===== src/design/pal_pkg.sv =====
// Package for the positional array list: operation, status and state codes,
// field widths and the control bundle sent down the row of entry cells.
// No dependencies.
`default_nettype none
package pal_pkg;

    localparam int DEFAULT_DEPTH = 64;
    localparam int VAL_W         = 32;
    localparam int POS_W         = 7;
    localparam int IDX_W         = 7;
    localparam int OP_W          = 2;
    localparam int ST_W          = 2;
    localparam int S_DATA_W      = 48;
    localparam int M_DATA_W      = 16;

    localparam logic [IDX_W-1:0] NONE_INDEX = '1;

    typedef enum logic [OP_W-1:0] {
        OP_INSERT = 2'd0,
        OP_ERASE  = 2'd1,
        OP_FIND   = 2'd2
    } t_op;

    typedef enum logic [ST_W-1:0] {
        ST_OK   = 2'd0,
        ST_BAD  = 2'd1,
        ST_FULL = 2'd2
    } t_status;

    typedef enum logic {
        S_IDLE,
        S_SEARCH
    } t_state;

    typedef struct packed {
        logic             ins;
        logic             ers;
        logic             fnd;
        logic [POS_W-1:0] pos;
    } t_cell_ctl;

endpackage
`default_nettype wire


===== src/design/pal_cell.sv =====
// One entry cell of the list row: holds a value, shifts with its neighbours
// on insert and erase, and registers a match flag on find. Uses pal_pkg.
`default_nettype none
module pal_cell #(
    parameter int DEPTH = pal_pkg::DEFAULT_DEPTH,
    parameter int INDEX = 0
) (
    input  wire                          i_clk,
    input  wire pal_pkg::t_cell_ctl      i_ctl,
    input  wire [pal_pkg::VAL_W-1:0]     i_value,
    input  wire [pal_pkg::VAL_W-1:0]     i_left,
    input  wire [pal_pkg::VAL_W-1:0]     i_right,
    input  wire [$clog2(DEPTH+1)-1:0]    i_count,
    output logic [pal_pkg::VAL_W-1:0]    o_entry,
    output logic                         o_match
);
    import pal_pkg::*;

    localparam int CW = $clog2(DEPTH + 1);
    localparam int EW = (CW > POS_W) ? CW : POS_W;

    logic [EW-1:0]    w_pos;
    logic [EW-1:0]    w_idx;
    logic [EW-1:0]    w_cnt;
    logic [VAL_W-1:0] r_entry;
    logic             r_match;

    assign w_pos = EW'(i_ctl.pos);
    assign w_idx = EW'(INDEX);
    assign w_cnt = EW'(i_count);

    always_ff @(posedge i_clk) begin
        if (i_ctl.ins && (w_idx == w_pos)) begin
            r_entry <= i_value;
        end else if (i_ctl.ins && (w_idx > w_pos)) begin
            r_entry <= i_left;
        end else if (i_ctl.ers && (w_idx >= w_pos)) begin
            r_entry <= i_right;
        end
        if (i_ctl.fnd) begin
            r_match <= (w_idx < w_cnt) && (r_entry == i_value);
        end
    end

    assign o_entry = r_entry;
    assign o_match = r_match;

endmodule
`default_nettype wire


===== config.mk =====
export PLATFORM = sky130hd
export DESIGN_NAME = pal_cell
export DESIGN_NICKNAME = d
export VERILOG_FILES = /design/src/design/pal_pkg.sv /design/src/design/pal_cell.sv
export SDC_FILE = /design/constraint.sdc
export NUM_CORES = 1
export LEC_CHECK = 0
export BUFFER_PORTS_ARGS = -buffer_cell sky130_fd_sc_hd__buf_2
export CAP_MARGIN = 20
export CORE_MARGIN = 2
export CORE_UTILIZATION = 40
export DETAILED_ROUTE_END_ITERATION = 12
export PLACE_DENSITY = 0.81
export SETUP_SLACK_MARGIN = 0.15
export SYNTH_ARGS = -nofsm -noshare
export SYNTH_HDL_FRONTEND = slang
export SYNTH_SLANG_ARGS = --single-unit

===== constraint.sdc =====
create_clock -name i_clk -period 3.45 [get_ports i_clk]
set_clock_uncertainty 0.2 [all_clocks]
set_input_delay 0.69 -clock i_clk [delete_from_list [all_inputs] [get_ports i_clk]]
set_output_delay 0.69 -clock i_clk [all_outputs]
set_load 0.005 [all_outputs]

; Word-level counts from Yosys, hierarchy flattened
; Cells that the tools add are included.
[word_totals]
mem_bits_rw = 0
in_bits = 114
regBits = 33
mem_bits_ro = 0
output_inout_bits = 33
latch_bits = 0
n_memories = 0
[classes]
n_reduce_logical = 6
multipliers = 0
mux = 3
shift = 0
n_bitwise = 0
addsub = 0
n_eq_ne = 1
order_cmp = 3
n_div = 0
[ops]
columns = operator, n
row1 = two-way mux 32 bit, 3
row2 = equality test 32 bit, 1
row3 = >= comparator 1 x 7 -> 1 bit (first input constant), 1
row4 = > comparator 1 x 7 -> 1 bit (first input constant), 1
row5 = zero test 7 bit, 1
row6 = < comparator 1 x 7 -> 1 bit (first input constant), 1
row7 = logical AND 1 bit, 4
row8 = nonzero test 3 bit, 1

; Longest topological paths before layout
; Gate-level depths: netlist of run 1.
[logic_depth]
word_depth = 5
mapped_depth = 5
depth_no_buf = 4

; Worst setup path after synthesis of run 1
; No wires, ideal clock.
[synth_path]
kind = input port to flip-flop
startpoint = input i_ctl[2] (netlist name)
endpoint = register r_entry[0] (netlist: o_entry[0]) (enable)
path_stages = 3
n_path_buf = 0
slack_ns = 0.637
arrival_time_ns = 2.222
setup_ns = 0.391
cell_sequence = or4_4 > nor4_4 > o21a_1
[synth_between]
elab_chain_cells = 3
elab_cells_between_ends = 7
[synth_lines]
columns = element, line
row1 = start: declaration, pal_cell.sv:9  ; input wire pal_pkg::t_cell_ctl i_ctl,
row2 = "> comparator 1 x 7 -> 1 bit, or another cell as far along", pal_cell.sv:35  ; end else if (i_ctl.ins && (w_idx > w_pos)) begin
row3 = "logical AND 1 bit, on equally long branches", "pal_cell.sv:35, pal_cell.sv:33, pal_cell.sv:37"
row4 = nonzero test 3 bit (no source line) *, -
row5 = end signal: assignment, pal_cell.sv:34  ; r_entry <= i_value;
row6 = end signal: assignment, pal_cell.sv:36  ; r_entry <= i_left;
row7 = end signal: assignment, pal_cell.sv:38  ; r_entry <= i_right;
row8 = end: declaration, pal_cell.sv:25  ; logic [VAL_W-1:0] r_entry;
; Mark *: on every way between the ends. The rest lies on a longest branch, timed or not.
; A chain may end at the register's enable or synchronous reset.

; Final worst setup path of run 1
[layout_path]
startpoint = input i_ctl[2] (netlist name)
endpoint = register r_entry[14] (netlist: o_entry[14]), data pin
[layout_between]
elab_chain_cells = 4
elab_cells_between_ends = 6
[layout_lines]
columns = element, line
row1 = > comparator 1 x 7 -> 1 bit, pal_cell.sv:35
row2 = logical AND 1 bit, pal_cell.sv:35
row3 = two-way mux 32 bit, pal_cell.sv:35
row4 = two-way mux 32 bit *, pal_cell.sv:33  ; if (i_ctl.ins && (w_idx == w_pos)) begin
; Marked as above.

==> results of run 1 <==
[path summary, 6_finish.rpt]
kind / startpoint / endpoint / slack, ps / depth (start not counted)
setup / recovery: i_ctl[2] / o_entry[14] / 870 / 6
hold reg to reg: o_entry[27] / o_match / 500 / 3
hold / removal: i_ctl[7] / o_match / 420 / 1
setup reg to reg: o_entry[26] / o_match / 1510 / 4
[logic make-up (layout without fill, tap and decap cells)]
| group | count (synthesis) | count (layout) |
|---|---|---|
| AOI/OAI and AO/OA | 2 | 2 |
| muxes | 32 | 32 |
| DFF | 33 | 33 |
| buffers and inverters | 3 | 124 |
| xor gates and xnor gates | 32 | 32 |
| and+or+nand+nor | 15 | 15 |
[synthesized netlist by cell type, drive strengths merged]
master,count
edfxtp,33
mux2,32
xor2,28
nor4,9
xnor2,4
buf,3
nand4,2
a2111oi,1
nand2,1
nand3,1
nor3,1
o21a,1
or4,1
[per-stage QoR]
stage	instances	worst slack [ps]	hold WS [ps]
after floorplan	117	636.9	489.8
after global placement	284	591.2	488.7
after detailed placement	284	571.5	494.1
after CTS	292	862.0	405.6
after global routing	292	811.0	395.4
final	292	866.7	420.0
[state kept, by name, indices dropped and copies added (netlist names)]
name and flops:
o_entry 32, o_match 1
[power by group]
group          switching, mW  total [mW]  internal, mW
logic                 0.0382       0.108        0.0701
clock network          0.131       0.344         0.213
registers            0.00131       0.445         0.444
total                  0.171       0.898         0.727
[routing by layer]
| layer | global-route usage (%) | routed length (µm) |
|---|---|---|
| met5 | 0 | 0 |
| met4 | 5.144 | 29 |
| met3 | 3.729 | 211 |
| met2 | 29.23 | 2415 |
| met1 | 16.42 | 1645 |
[final cells by class]
| cell class | count | area [µm²] | area share, % |
|---|---|---|---|
| Clock buffer | 6 | 72.57 | 2.745 |
| Sequential cell | 33 | 991.0 | 37.48 |
| Timing Repair Buffer | 116 | 598.1 | 22.62 |
| Clock inverter | 2 | 33.78 | 1.278 |
| Multi-Input combinational cell | 81 | 880.8 | 33.32 |
| Tap cell | 54 | 67.56 | 2.556 |
[critical path: stages]
cell and delay [ps]:
sky130_fd_sc_hd__buf_2 100, sky130_fd_sc_hd__or4_4 530, sky130_fd_sc_hd__nor4_4 180, sky130_fd_sc_hd__nand2_2 290, sky130_fd_sc_hd__buf_12 280, sky130_fd_sc_hd__mux2_4 310
==> results.md, run 1 <==
Run status:
- The run finished with clean final reports.

Worst setup path:
- The capturing element type of the critical path is a register.
- The worst setup path is launched from a primary input.
- The maximum fanout along the worst path is 22.
- The required time of the worst setup path is 3270 ps.
- The start-to-end type of the worst setup path is primary input to register.
- The data arrival time at the worst-slack endpoint is 2400 ps.

CTS:
- After clock tree synthesis, the flow added hold-fix buffers numbering 0.
- The total CTS buffers is 5.
- At the later pin of the worst-skew pair, clock insertion delay measures 270 ps.
- Counting along the longest clock path gives a buffer depth of 2.
- The H-tree depth is 2.
- The TritonCTS sink count is 33.
- The number of setup buffers added after CTS is 0.
- TritonCTS built the clock tree.
- Clock-pin slew was measured on the worst setup and hold paths at 70 ps.
- Once the clock tree was built, the resizer swapped 0 gates to a different size.
- Clock tree synthesis selected as its root buffer the cell sky130_fd_sc_hd__clkbuf_8.

Yosys:
- The basic-gate share of the synthesized area counting and, or, nand and nor cells is 5.844%.
- The post-synthesis sequential element count is 33.
- The sequential-to-total area share from yosys stat is 52.00%.
- The multiplexer fraction of the synthesized cell area is 24.82%.
- The gate count after technology mapping is 117.
- Summing the areas of all compound-gate instances in the mapped netlist gives 0.8536% of the synthesized area.
- During synthesis, Yosys emitted a total of 0 warnings.
- The post-synthesis adder-cell area fraction is 0%.
- By area the synthesized netlist is led by sky130_fd_sc_hd__edfxtp_1 (52%), sky130_fd_sc_hd__mux2_4 (24%), sky130_fd_sc_hd__xor2_1 (13%).
- The largest total area in the synthesized netlist belongs to sky130_fd_sc_hd__edfxtp_1.
- The dominant combinational cell family by area after synthesis is multiplexers.
- After synthesis, the largest area contributor takes up 52.00% of total cell area.
- The average cell area after synthesis is 16.29 µm².
- The post-synthesis instance area is 0.001906 mm².
- Summing the areas of all xor and xnor instances in the mapped netlist gives 14.71% of the synthesized area.
- Counting every net in the synthesized netlist gives 231.
- The number of unique standard cell types used by synthesis is 15.

Power:
- Power spread over the standard cell area amounts to 339.5 mW/mm².
- The reported leakage power is 1.257 nW.
- The worst voltage drop across the vdd grid is 0.0002064 V.
- The design draws 0.8976 mW.

Finish:
- The filler cells instantiated in the layout total 392.
- Of the cells placed in the final design, the portion with a size suffix greater than 1 is 65.97%.
- From synthesis to final layout, the design area changed by 38.74%.
- The final standard cell utilization of the core is 56.72%.
- The final instance area is 0.002644 mm².
- The most common library cell in the layout ignoring fill and taps is sky130_fd_sc_hd__buf_2.
- The number of antenna diodes in the final layout is 0.
- Leaving out fill and tap cells, the most frequent cells in the layout are sky130_fd_sc_hd__buf_2 (114), sky130_fd_sc_hd__edfxtp_1 (33), sky130_fd_sc_hd__mux2_4 (30), sky130_fd_sc_hd__xor2_1 (28), sky130_fd_sc_hd__nor4_1 (8).
- The net count reported at finish is 351.

Global routing:
- Global routing used 15.40% of the available tracks.
- The number of antenna violations at the first check in global routing is 0.
- The first global-routing pass estimated 6.147 mm of wire.
- Global routing finished with a remaining overflow of 0.
- The maximum number of pins on one net before global-route repair is 33.
- The number of global-route vias before repair came to 1395.

Die:
- For this design the top-level I/O count stands at 147.
- The die covers 0.005332 mm².
- In this run the standard cell core region covers 0.004661 mm².
- The die outline width is 73.02 µm.
- The floorplan has 25 rows.
- The initial standard-cell utilization of the core is 40.89%.
- The vertical die dimension is 73.02 µm.

Route:
- Dividing the detail-routed wire length by the instance count gives 14.73 µm.
- The pre-antenna-repair detailed-routing pass consisted of 4 iterations.
- The total number of vias is 1430.
- The DRC violation total after the first TritonRoute iteration is 80.
- The number of vias per cell after detailed routing is 4.897.
- The remaining design rule violation count is 0.
- Once detail routing completed, the nets flagged for antenna violations numbered 0.
- Wires add up to 4.301 mm.

STA:
- The slew of the pin with the lowest slew margin is 427.8 ps.
- Setup violations remaining at the end of the flow were counted as 0.
- The final max-slew violation count is 0.
- The hold violation count in the final report came to 0.
- Of the available clock period, the critical path in the final layout requires 74.88%.
- Setup repair after global routing left no endpoint under its margin.
- The time the worst path needs with I/O delays and setup is 2583 ps.
- Headroom to the max-slew limit came out at 71.22%.
- In the final timing run, aggregate negative setup slack is 0 ps.
- Derived from the worst setup path, the maximum achievable clock frequency is 0.3871 GHz.

Place:
- The placer's final routability congestion estimate is 0.6956.
- The detailed placement HPWL is 3.420 mm.
- Summing all placed instances gives a cell area of 0.002537 mm².
- The number of port buffers is 114.

Hold path:
- The kind of path behind the tightest hold check is primary input to register.

Run:
- The number of max-cap violations is 0.
Note: power is estimated with default switching activity, not from simulation.
==> run 2, diff against run 1 <==
- ABC_AREA: default -> 1
- PLACE_DENSITY: 0.81 -> 0.78
- clock period: 3.45 -> 2.5 ns (I/O delays scaled with it)
==> results.md, run 2 <==
Run status:
- Run status: complete, no violations (unchanged).

CTS:
- The total CTS buffers is 5 (unchanged).
- The H-tree depth is 2 (unchanged).
- The setup fix buffers added after clock tree synthesis is 0 (unchanged).
- The TritonCTS sink count is 33 (unchanged).
- The buffer depth of the longest clock path is 2 (unchanged).
- The clock slew at the register clock pins of the worst setup and hold paths is 60 ps (was 70 ps).
- The source-to-sink clock delay at the later pin of the worst-skew pair is 280 ps (was 270 ps).
- The post-cts repair resize count is 0 (unchanged).
- The CTS root buffer is sky130_fd_sc_hd__clkbuf_8 (unchanged).
- The count of hold buffers inserted by post-cts repair is 0 (unchanged).
- The CTS tree was yes (unchanged).

Yosys:
- The main flop type after synthesis is sky130_fd_sc_hd__edfxtp_1 (unchanged).
- The number of unique standard cell types used by synthesis is 15 (unchanged).
- The post-synthesis instance area is 0.002116 mm² (was 0.001906 mm²).
- The share of the synthesized area in the top cell type was 46.84% (was 52.00%).
- The count of yosys warnings during synthesis is 0 (unchanged).
- Most frequent cells after synthesis: sky130_fd_sc_hd__nand2_1 (116), sky130_fd_sc_hd__inv_1 (38), sky130_fd_sc_hd__edfxtp_1 (33) (was sky130_fd_sc_hd__edfxtp_1 (33), sky130_fd_sc_hd__mux2_4 (30), sky130_fd_sc_hd__xor2_1 (28)).
- The share of flip-flops with an asynchronous set or reset was 0% (unchanged).
- The library cell occupying the most area in the post-synthesis netlist is sky130_fd_sc_hd__edfxtp_1 (unchanged).
- The gate count after technology mapping is 268 (was 117).
- The post-synth net total is 382 (was 231).
- The dominant cell by count in the synthesized netlist is sky130_fd_sc_hd__nand2_1 (was sky130_fd_sc_hd__edfxtp_1).
- The number of flops mapped to enable cells by yosys was 33 (unchanged).
- The average cell area after synthesis is 7.895 µm² (was 16.29 µm²).
- The post-synthesis sequential element count came to 33 (unchanged).
- The sequential-to-total area share from yosys stat was 46.84% (was 52.00%).
- Largest cells by area after synthesis: sky130_fd_sc_hd__edfxtp_1 (47%), sky130_fd_sc_hd__nand2_1 (21%), sky130_fd_sc_hd__o21ai_2 (7.9%) (was sky130_fd_sc_hd__edfxtp_1 (52%), sky130_fd_sc_hd__mux2_4 (24%), sky130_fd_sc_hd__xor2_1 (13%)).

Global routing:
- The number of global-route vias before repair is 1988 (was 1395).
- The remaining global-route overflow is 0 (unchanged).
- The global-route total usage across every layer was 17.64% (was 15.40%).
- The maximum number of pins on one net before global-route repair is 52 (was 33).
- The number of antenna violations at the first check in global routing is 0 (unchanged).
- The wire length of the first global-routing pass is 8.321 mm (was 6.147 mm).

STA:
- Timing would allow up to 0.5331 GHz.
- RSZ-0062 raised after global routing: no (unchanged).
- The slew of the pin with the lowest slew margin is 624.9 ps (was 427.8 ps).
- The worst slack on hold paths is 211.4 ps (was 420.0 ps).
- After layout, the minimum clock period comes to 1876 ps.
- In the finished design, the share of the clock period the worst path needs comes to 75.03%.
- The summed negative setup slack over all endpoints is 0 ps (unchanged).
- The smallest setup slack after layout came to 624.3 ps (was 866.7 ps).
- The number of setup violations in the final report came to 0 (unchanged).
- The hold violation count in the final report is 0 (unchanged).
- The final max-slew violation count is 0 (unchanged).
- The headroom to the max-slew limit came to 58.34% (was 71.22%).

Hold path:
- The kind of path behind the tightest hold check is primary input to register (unchanged).

Worst setup path:
- The required time of the worst setup path came to 2320 ps (was 3270 ps).
- The startpoint kind of the worst setup timing path is a primary input (unchanged).
- The start-to-end type of the worst setup path was primary input to register (unchanged).
- The data arrival time at the worst-slack endpoint is 1690 ps (was 2400 ps).
- The capturing element type of the critical path was a register (unchanged).
- The maximum fanout along the worst path came to 51 (was 22).

Finish:
- The ratio of cells with drive above 1 in the final layout is 37.40% (was 65.97%).
- The final cell count without fillers is 455 (was 292).
- The area occupied by multi-input gates is 905.9 µm² (was 880.8 µm²).
- The sequential standard cell area is 991.0 µm² (unchanged).
- The net count reported at finish is 499 (was 351).
- The area overhead of the layout relative to synthesis is 33.71% (was 38.74%).
- The fill cell total of the finished layout is 481 (was 392).
- The diode insertion count for antenna repair was 0 (unchanged).
- Commonest non-fill, non-tap cells in the layout: sky130_fd_sc_hd__nand2_1 (115), sky130_fd_sc_hd__buf_2 (114), sky130_fd_sc_hd__inv_1 (38), sky130_fd_sc_hd__edfxtp_1 (33), sky130_fd_sc_hd__nor2_1 (21) (was sky130_fd_sc_hd__buf_2 (114), sky130_fd_sc_hd__edfxtp_1 (33), sky130_fd_sc_hd__mux2_4 (30), sky130_fd_sc_hd__xor2_1 (28), sky130_fd_sc_hd__nor4_1 (8)).
- The number of flip-flops in the largest register is 32 (unchanged).
- The most common library cell in the layout ignoring fill and taps is sky130_fd_sc_hd__nand2_1 (was sky130_fd_sc_hd__buf_2).
- The final instance area was 0.002829 mm² (was 0.002644 mm²).

Route:
- The remaining antenna violation count was 0 (unchanged).
- The remaining design rule violation count was 0 (unchanged).
- The total routed wirelength came to 4.966 mm (was 4.301 mm).
- The total number of vias is 2057 (was 1430).
- The wire length per cell after detailed routing is 10.91 µm (was 14.73 µm).
- The number of vias per cell after detailed routing is 4.521 (was 4.897).
- The detailed-routing iteration count for the pre-antenna-repair pass is 4 (unchanged).
- The DRC violation total after the first TritonRoute iteration is 44 (was 80).

Die:
- The initial standard-cell utilization of the core was 41.43% (was 40.89%).
- The floorplan die area came to 0.005887 mm² (was 0.005332 mm²).
- The vertical die dimension was 76.73 µm (was 73.02 µm).
- The die outline width was 76.73 µm (was 73.02 µm).
- The standard cell core area is 0.005107 mm² (was 0.004661 mm²).
- The number of core rows was 26 (was 25).
- The number of top-level design ports is 147 (unchanged).

Place:
- The area of placed instances is 0.002753 mm² (was 0.002537 mm²).
- The placer's final routability congestion estimate is 0.7821 (was 0.6956).
- The number of placed instances, taps included is 448 (was 284).
- The minimum setup slack after placement was 319.3 ps (was 571.5 ps).
- The detailed placement HPWL is 3.901 mm (was 3.420 mm).
- The number of port buffers is 114 (unchanged).

Power:
- The power per unit of standard cell area is 406.9 mW/mm² (was 339.5 mW/mm²).
- The reported leakage power was 1.523 nW (was 1.257 nW).
- The worst voltage drop across the vdd grid is 0.0002763 V (was 0.0002064 V).

Run:
- The number of max-cap violations is 0 (unchanged).
run 2: logic make-up (layout without fill, tap and decap cells):
family	Yosys count	in the layout	synth area share, %
flops	33	33	46.84
simple gates	157	157	29.45
compound gates	19	19	7.865
xor+xnor	13	13	5.381
buf+inv	46	163	10.47
run 2: power by group:
group	internal [mW]	switching [mW]	total (mW)
combinational	0.0844	0.0797	0.164
clock	0.187	0.183	0.371
sequential	0.614	0.00262	0.616
run 2: routing by layer:
layer	global-route usage [%]	wire length, µm	part of all wire [%]
met2	30.53	2346	47
met1	20.69	2099	42
met5	0	0	0
met4	7.091	58	1.2
met3	4.706	461	9.3
run 2: worst paths after layout:
| check | slack (ps) | start | to | cells after the start |
|---|---|---|---|---|
| worst max-delay path | 620 | i_ctl[4] | o_entry[0] | 7 |
| worst min-delay path | 210 | i_ctl[7] | o_match | 1 |
| worst max register to register | 1120 | o_entry[28] | o_match | 7 |
| worst min register to register | 590 | o_entry[8] | o_match | 5 |
run 2: final cells by class:
cell class                 instances  area share, %
sequential                        33          35.03
multi-input combinational        189          32.02
timing repair buffer             118          22.11
inverter                          38          5.042
tap                               70          3.096
clock buffer                       6          2.565
clock inverter                     1         0.1327
run 2: worst max-delay path, cell delays in order:
cell	delay [ps]
sky130_fd_sc_hd__buf_2	100
sky130_fd_sc_hd__nor3_1	160
sky130_fd_sc_hd__and3_1	300
sky130_fd_sc_hd__nand2_4	70
sky130_fd_sc_hd__buf_4	320
sky130_fd_sc_hd__nand2_1	160
sky130_fd_sc_hd__o21ai_2	60
run 2: stage by stage:
step | utilization (%) | power (mW)
finish | 55.39 | 1.151
global route | 55.39 | 1.212
CTS | 55.39 | 1.165
detailed placement | 53.90 | 0.7936
global placement | 53.90 | 0.7878
floorplan | - | 0.7054
==> run 3, diff against run 2 <==
- CORE_UTILIZATION: 40 -> 38
- clock period: 2.5 -> 1.6 ns (I/O delays scaled with it)
==> results.md, run 3 (same netlist as run 2, synthesis figures left out) <==
STA:
- The headroom to the max-slew limit was 87.65% (was 58.34%).
- The summed negative setup slack over all endpoints is 0 ps (unchanged).
- RSZ-0062 raised after global routing: yes (was no).
- Based on the critical path, the design can be clocked at up to 0.6964 GHz.
- The hold violation count in the final report is 0 (unchanged).
- The number of setup violations in the final report came to 0 (unchanged).
- The time the worst path needs with I/O delays and setup is 1436 ps.
- The slew of the pin with the lowest slew margin is 184.6 ps (was 624.9 ps).
- The final worst-path cycle share is 89.75%.
- The final max-slew violation count is 0 (unchanged).

Finish:
- The most common library cell in the layout ignoring fill and taps is sky130_fd_sc_hd__buf_2 (was sky130_fd_sc_hd__nand2_1).
- The diode insertion count for antenna repair is 0 (unchanged).
- The sequential standard cell area is 991.0 µm² (unchanged).
- Commonest non-fill, non-tap cells in the layout: sky130_fd_sc_hd__buf_2 (112), sky130_fd_sc_hd__nand2_1 (87), sky130_fd_sc_hd__inv_1 (38), sky130_fd_sc_hd__edfxtp_1 (33), sky130_fd_sc_hd__o21ai_2 (19) (was sky130_fd_sc_hd__nand2_1 (115), sky130_fd_sc_hd__buf_2 (114), sky130_fd_sc_hd__inv_1 (38), sky130_fd_sc_hd__edfxtp_1 (33), sky130_fd_sc_hd__nor2_1 (21)).
- The area overhead of the layout relative to synthesis came to 51.33% (was 33.71%).
- The number of flip-flops in the largest register came to 32 (unchanged).
- The fill cell total of the finished layout is 483 (was 481).
- The ratio of cells with drive above 1 in the final layout is 47.59% (was 37.40%).
- The final cell count without fillers is 467 (was 455).
- The final instance area is 0.003202 mm² (was 0.002829 mm²).
- The area occupied by multi-input gates is 0.001124 mm² (was 905.9 µm²).
- The final standard cell utilization of the core is 58.87% (was 55.39%).
- The net count reported at finish is 508 (was 499).

CTS:
- The setup fix buffers added after clock tree synthesis is 0 (unchanged).
- The total CTS buffers came to 5 (unchanged).
- The CTS root buffer is sky130_fd_sc_hd__clkbuf_8 (unchanged).
- The clock slew at the register clock pins of the worst setup and hold paths is 80 ps (was 60 ps).
- The CTS tree is yes (unchanged).
- The buffer depth of the longest clock path came to 2 (unchanged).
- The H-tree depth came to 2 (unchanged).
- The source-to-sink clock delay at the later pin of the worst-skew pair was 290 ps (was 280 ps).
- The count of hold buffers inserted by post-cts repair is 0 (unchanged).
- The TritonCTS sink count is 33 (unchanged).

Power:
- The portion of total power attributed to the clock network is 32.9% (was 32.2%).
- The switching power is 0.4727 mW (was 0.2656 mW).
- The worst voltage drop across the vdd grid came to 0.0002948 V (was 0.0002763 V).
- The fraction of power spent switching nets is 25.05% (was 23.08%).
- The reported leakage power is 1.649 nW (was 1.523 nW).
- The share of total power in combinational logic is 16.0% (was 14.3%).
- The internal power of the cells is 1.414 mW (was 0.8854 mW).
- The sequential share of power is 51.0% (was 53.5%).
- The total power of the final layout is 1.887 mW (was 1.151 mW).
- The power per unit of standard cell area is 589.3 mW/mm² (was 406.9 mW/mm²).

Die:
- The die outline width is 78.62 µm (was 76.73 µm).
- The number of top-level design ports was 147 (unchanged).
- The floorplan die area is 0.006180 mm² (was 0.005887 mm²).
- The initial standard-cell utilization of the core is 38.90% (was 41.43%).
- The number of core rows came to 27 (was 26).
- The vertical die dimension came to 78.62 µm (was 76.73 µm).
- The standard cell core area was 0.005439 mm² (was 0.005107 mm²).

Place:
- The detailed placement HPWL is 4.037 mm (was 3.901 mm).
- The number of port buffers was 114 (unchanged).
- The number of placed instances, taps included is 453 (was 448).
- The area of placed instances is 0.002835 mm² (was 0.002753 mm²).
- The placer's final routability congestion estimate was 0.7985 (was 0.7821).

Route:
- The remaining antenna violation count is 0 (unchanged).
- The number of vias per cell after detailed routing is 4.493 (was 4.521).
- The total number of vias was 2098 (was 2057).
- The remaining design rule violation count is 0 (unchanged).
- The DRC violation total after the first TritonRoute iteration came to 78 (was 44).
- The detailed-routing iteration count for the pre-antenna-repair pass is 4 (unchanged).
- The wire length per cell after detailed routing was 12.33 µm (was 10.91 µm).
- The total routed wirelength is 5.759 mm (was 4.966 mm).

Worst setup path:
- The start-to-end type of the worst setup path is primary input to register (unchanged).
- The terminus of the critical flop-to-flop path is o_match (unchanged).
- The required time of the worst setup path came to 1440 ps (was 2320 ps).
- The cell count of the worst reg-to-reg path is 7 (unchanged).
- The critical path's slowest cell is sky130_fd_sc_hd__clkbuf_16 (was sky130_fd_sc_hd__buf_4).
- The worst reg2reg path startpoint is o_entry[10] (was o_entry[28]).
- The stage delay of the slowest cell on the critical path is 190 ps (was 320 ps).
- Among the stages of the critical path, the cell type that occurs most often is sky130_fd_sc_hd__buf_6.
- The top cell family by delay on the critical path is simple AND/OR/NAND/NOR gates (unchanged).
- Ordered list of cells on the worst path: buf_6, nor3_4, and3_1, buf_6, nand2_8, clkbuf_16, nand2_2, o21ai_2 (was buf_2, nor3_1, and3_1, nand2_4, buf_4, nand2_1, o21ai_2).
- The maximum fanout along the worst path was 11 (was 51).
- The startpoint kind of the worst setup timing path was a primary input (unchanged).
- The capturing element type of the critical path is a register (unchanged).
- The minimum setup slack among reg-to-reg paths is 190 ps (was 1120 ps).
- The data arrival time at the worst-slack endpoint is 1280 ps (was 1690 ps).
- The total buffers and inverters traversed by the critical path is 3 (was 2).

Hold path:
- The capture endpoint of the worst hold path is o_match (unchanged).
- The launch point of the worst hold path is i_ctl[7] (unchanged).
- The depth of the worst hold-timing path is 1 (unchanged).
- The kind of path behind the tightest hold check is primary input to register (unchanged).

Global routing:
- The remaining global-route overflow is 0 (unchanged).
- The number of antenna violations at the first check in global routing came to 0 (unchanged).
- The global-route total usage across every layer is 17.23% (was 17.64%).
- The wire length of the first global-routing pass came to 8.369 mm (was 8.321 mm).
- The maximum number of pins on one net before global-route repair came to 33 (was 52).
- The number of global-route vias before repair is 1951 (was 1988).

Run:
- The number of max-cap violations came to 0 (unchanged).

Run status:
- Run status: complete, no violations (unchanged).
run 3: through the flow:
| step | setup slack [ps] | hold WS (ps) |
|---|---|---|
| 6_report | 164.0 | 28.56 |
| 5_1_grt | 56.06 | 25.82 |
| 4_1_cts | 160.1 | 21.14 |
| 3_5_place_dp | -162.0 | 324.4 |
| 3_3_place_gp | -153.7 | 320.2 |
| 2_1_floorplan | -53.11 | 232.5 |
run 3: power by group through the flow:
stage	Combinational [mW]	Clock, mW	Sequential [mW]
3_5_place_dp	0.270	0	0.982
3_3_place_gp	0.260	0	0.981
4_1_cts	0.271	0.643	0.962
6_report	0.302	0.622	0.963
2_1_floorplan	0.125	0	0.982
5_1_grt	0.340	0.670	0.963
run 3: what timing repair did:
action	CTS	global route
cloned	0	6
pin swaps	1	5
resized for setup	3	38
endpoints found under the setup margin	22	57
run 3: worst max path at each step:
stage / from / endpoint / slack, ps / cells past startpoint
after CTS: i_ctl[4] / o_entry[7] / 160 / 8
final: i_ctl[5] / o_entry[18] / 160 / 8
after floorplan: i_ctl[4] / o_entry[0] / -50 / 6
after global placement: i_ctl[4] / o_entry[5] / -150 / 6
after global routing: o_entry[10] / o_match / 60 / 7
after detailed placement: i_ctl[4] / o_entry[21] / -160 / 6
run 3: layer usage:
metal / GRT usage, % / part of all wire (%)
met1: 20.34 / 43
met2: 30.60 / 49
met3: 4.713 / 6.8
met4: 4.737 / 1.3
met5: 0 / 0
run 3: area by class of cell:
class                      instances  area share (%)
clock buffer                       5           2.149
clock inverter                     3          0.5471
inverter                          38           4.455
multi-input combinational        191           35.09
sequential                        33           30.95
tap                               72           2.814
timing repair buffer             125           23.99
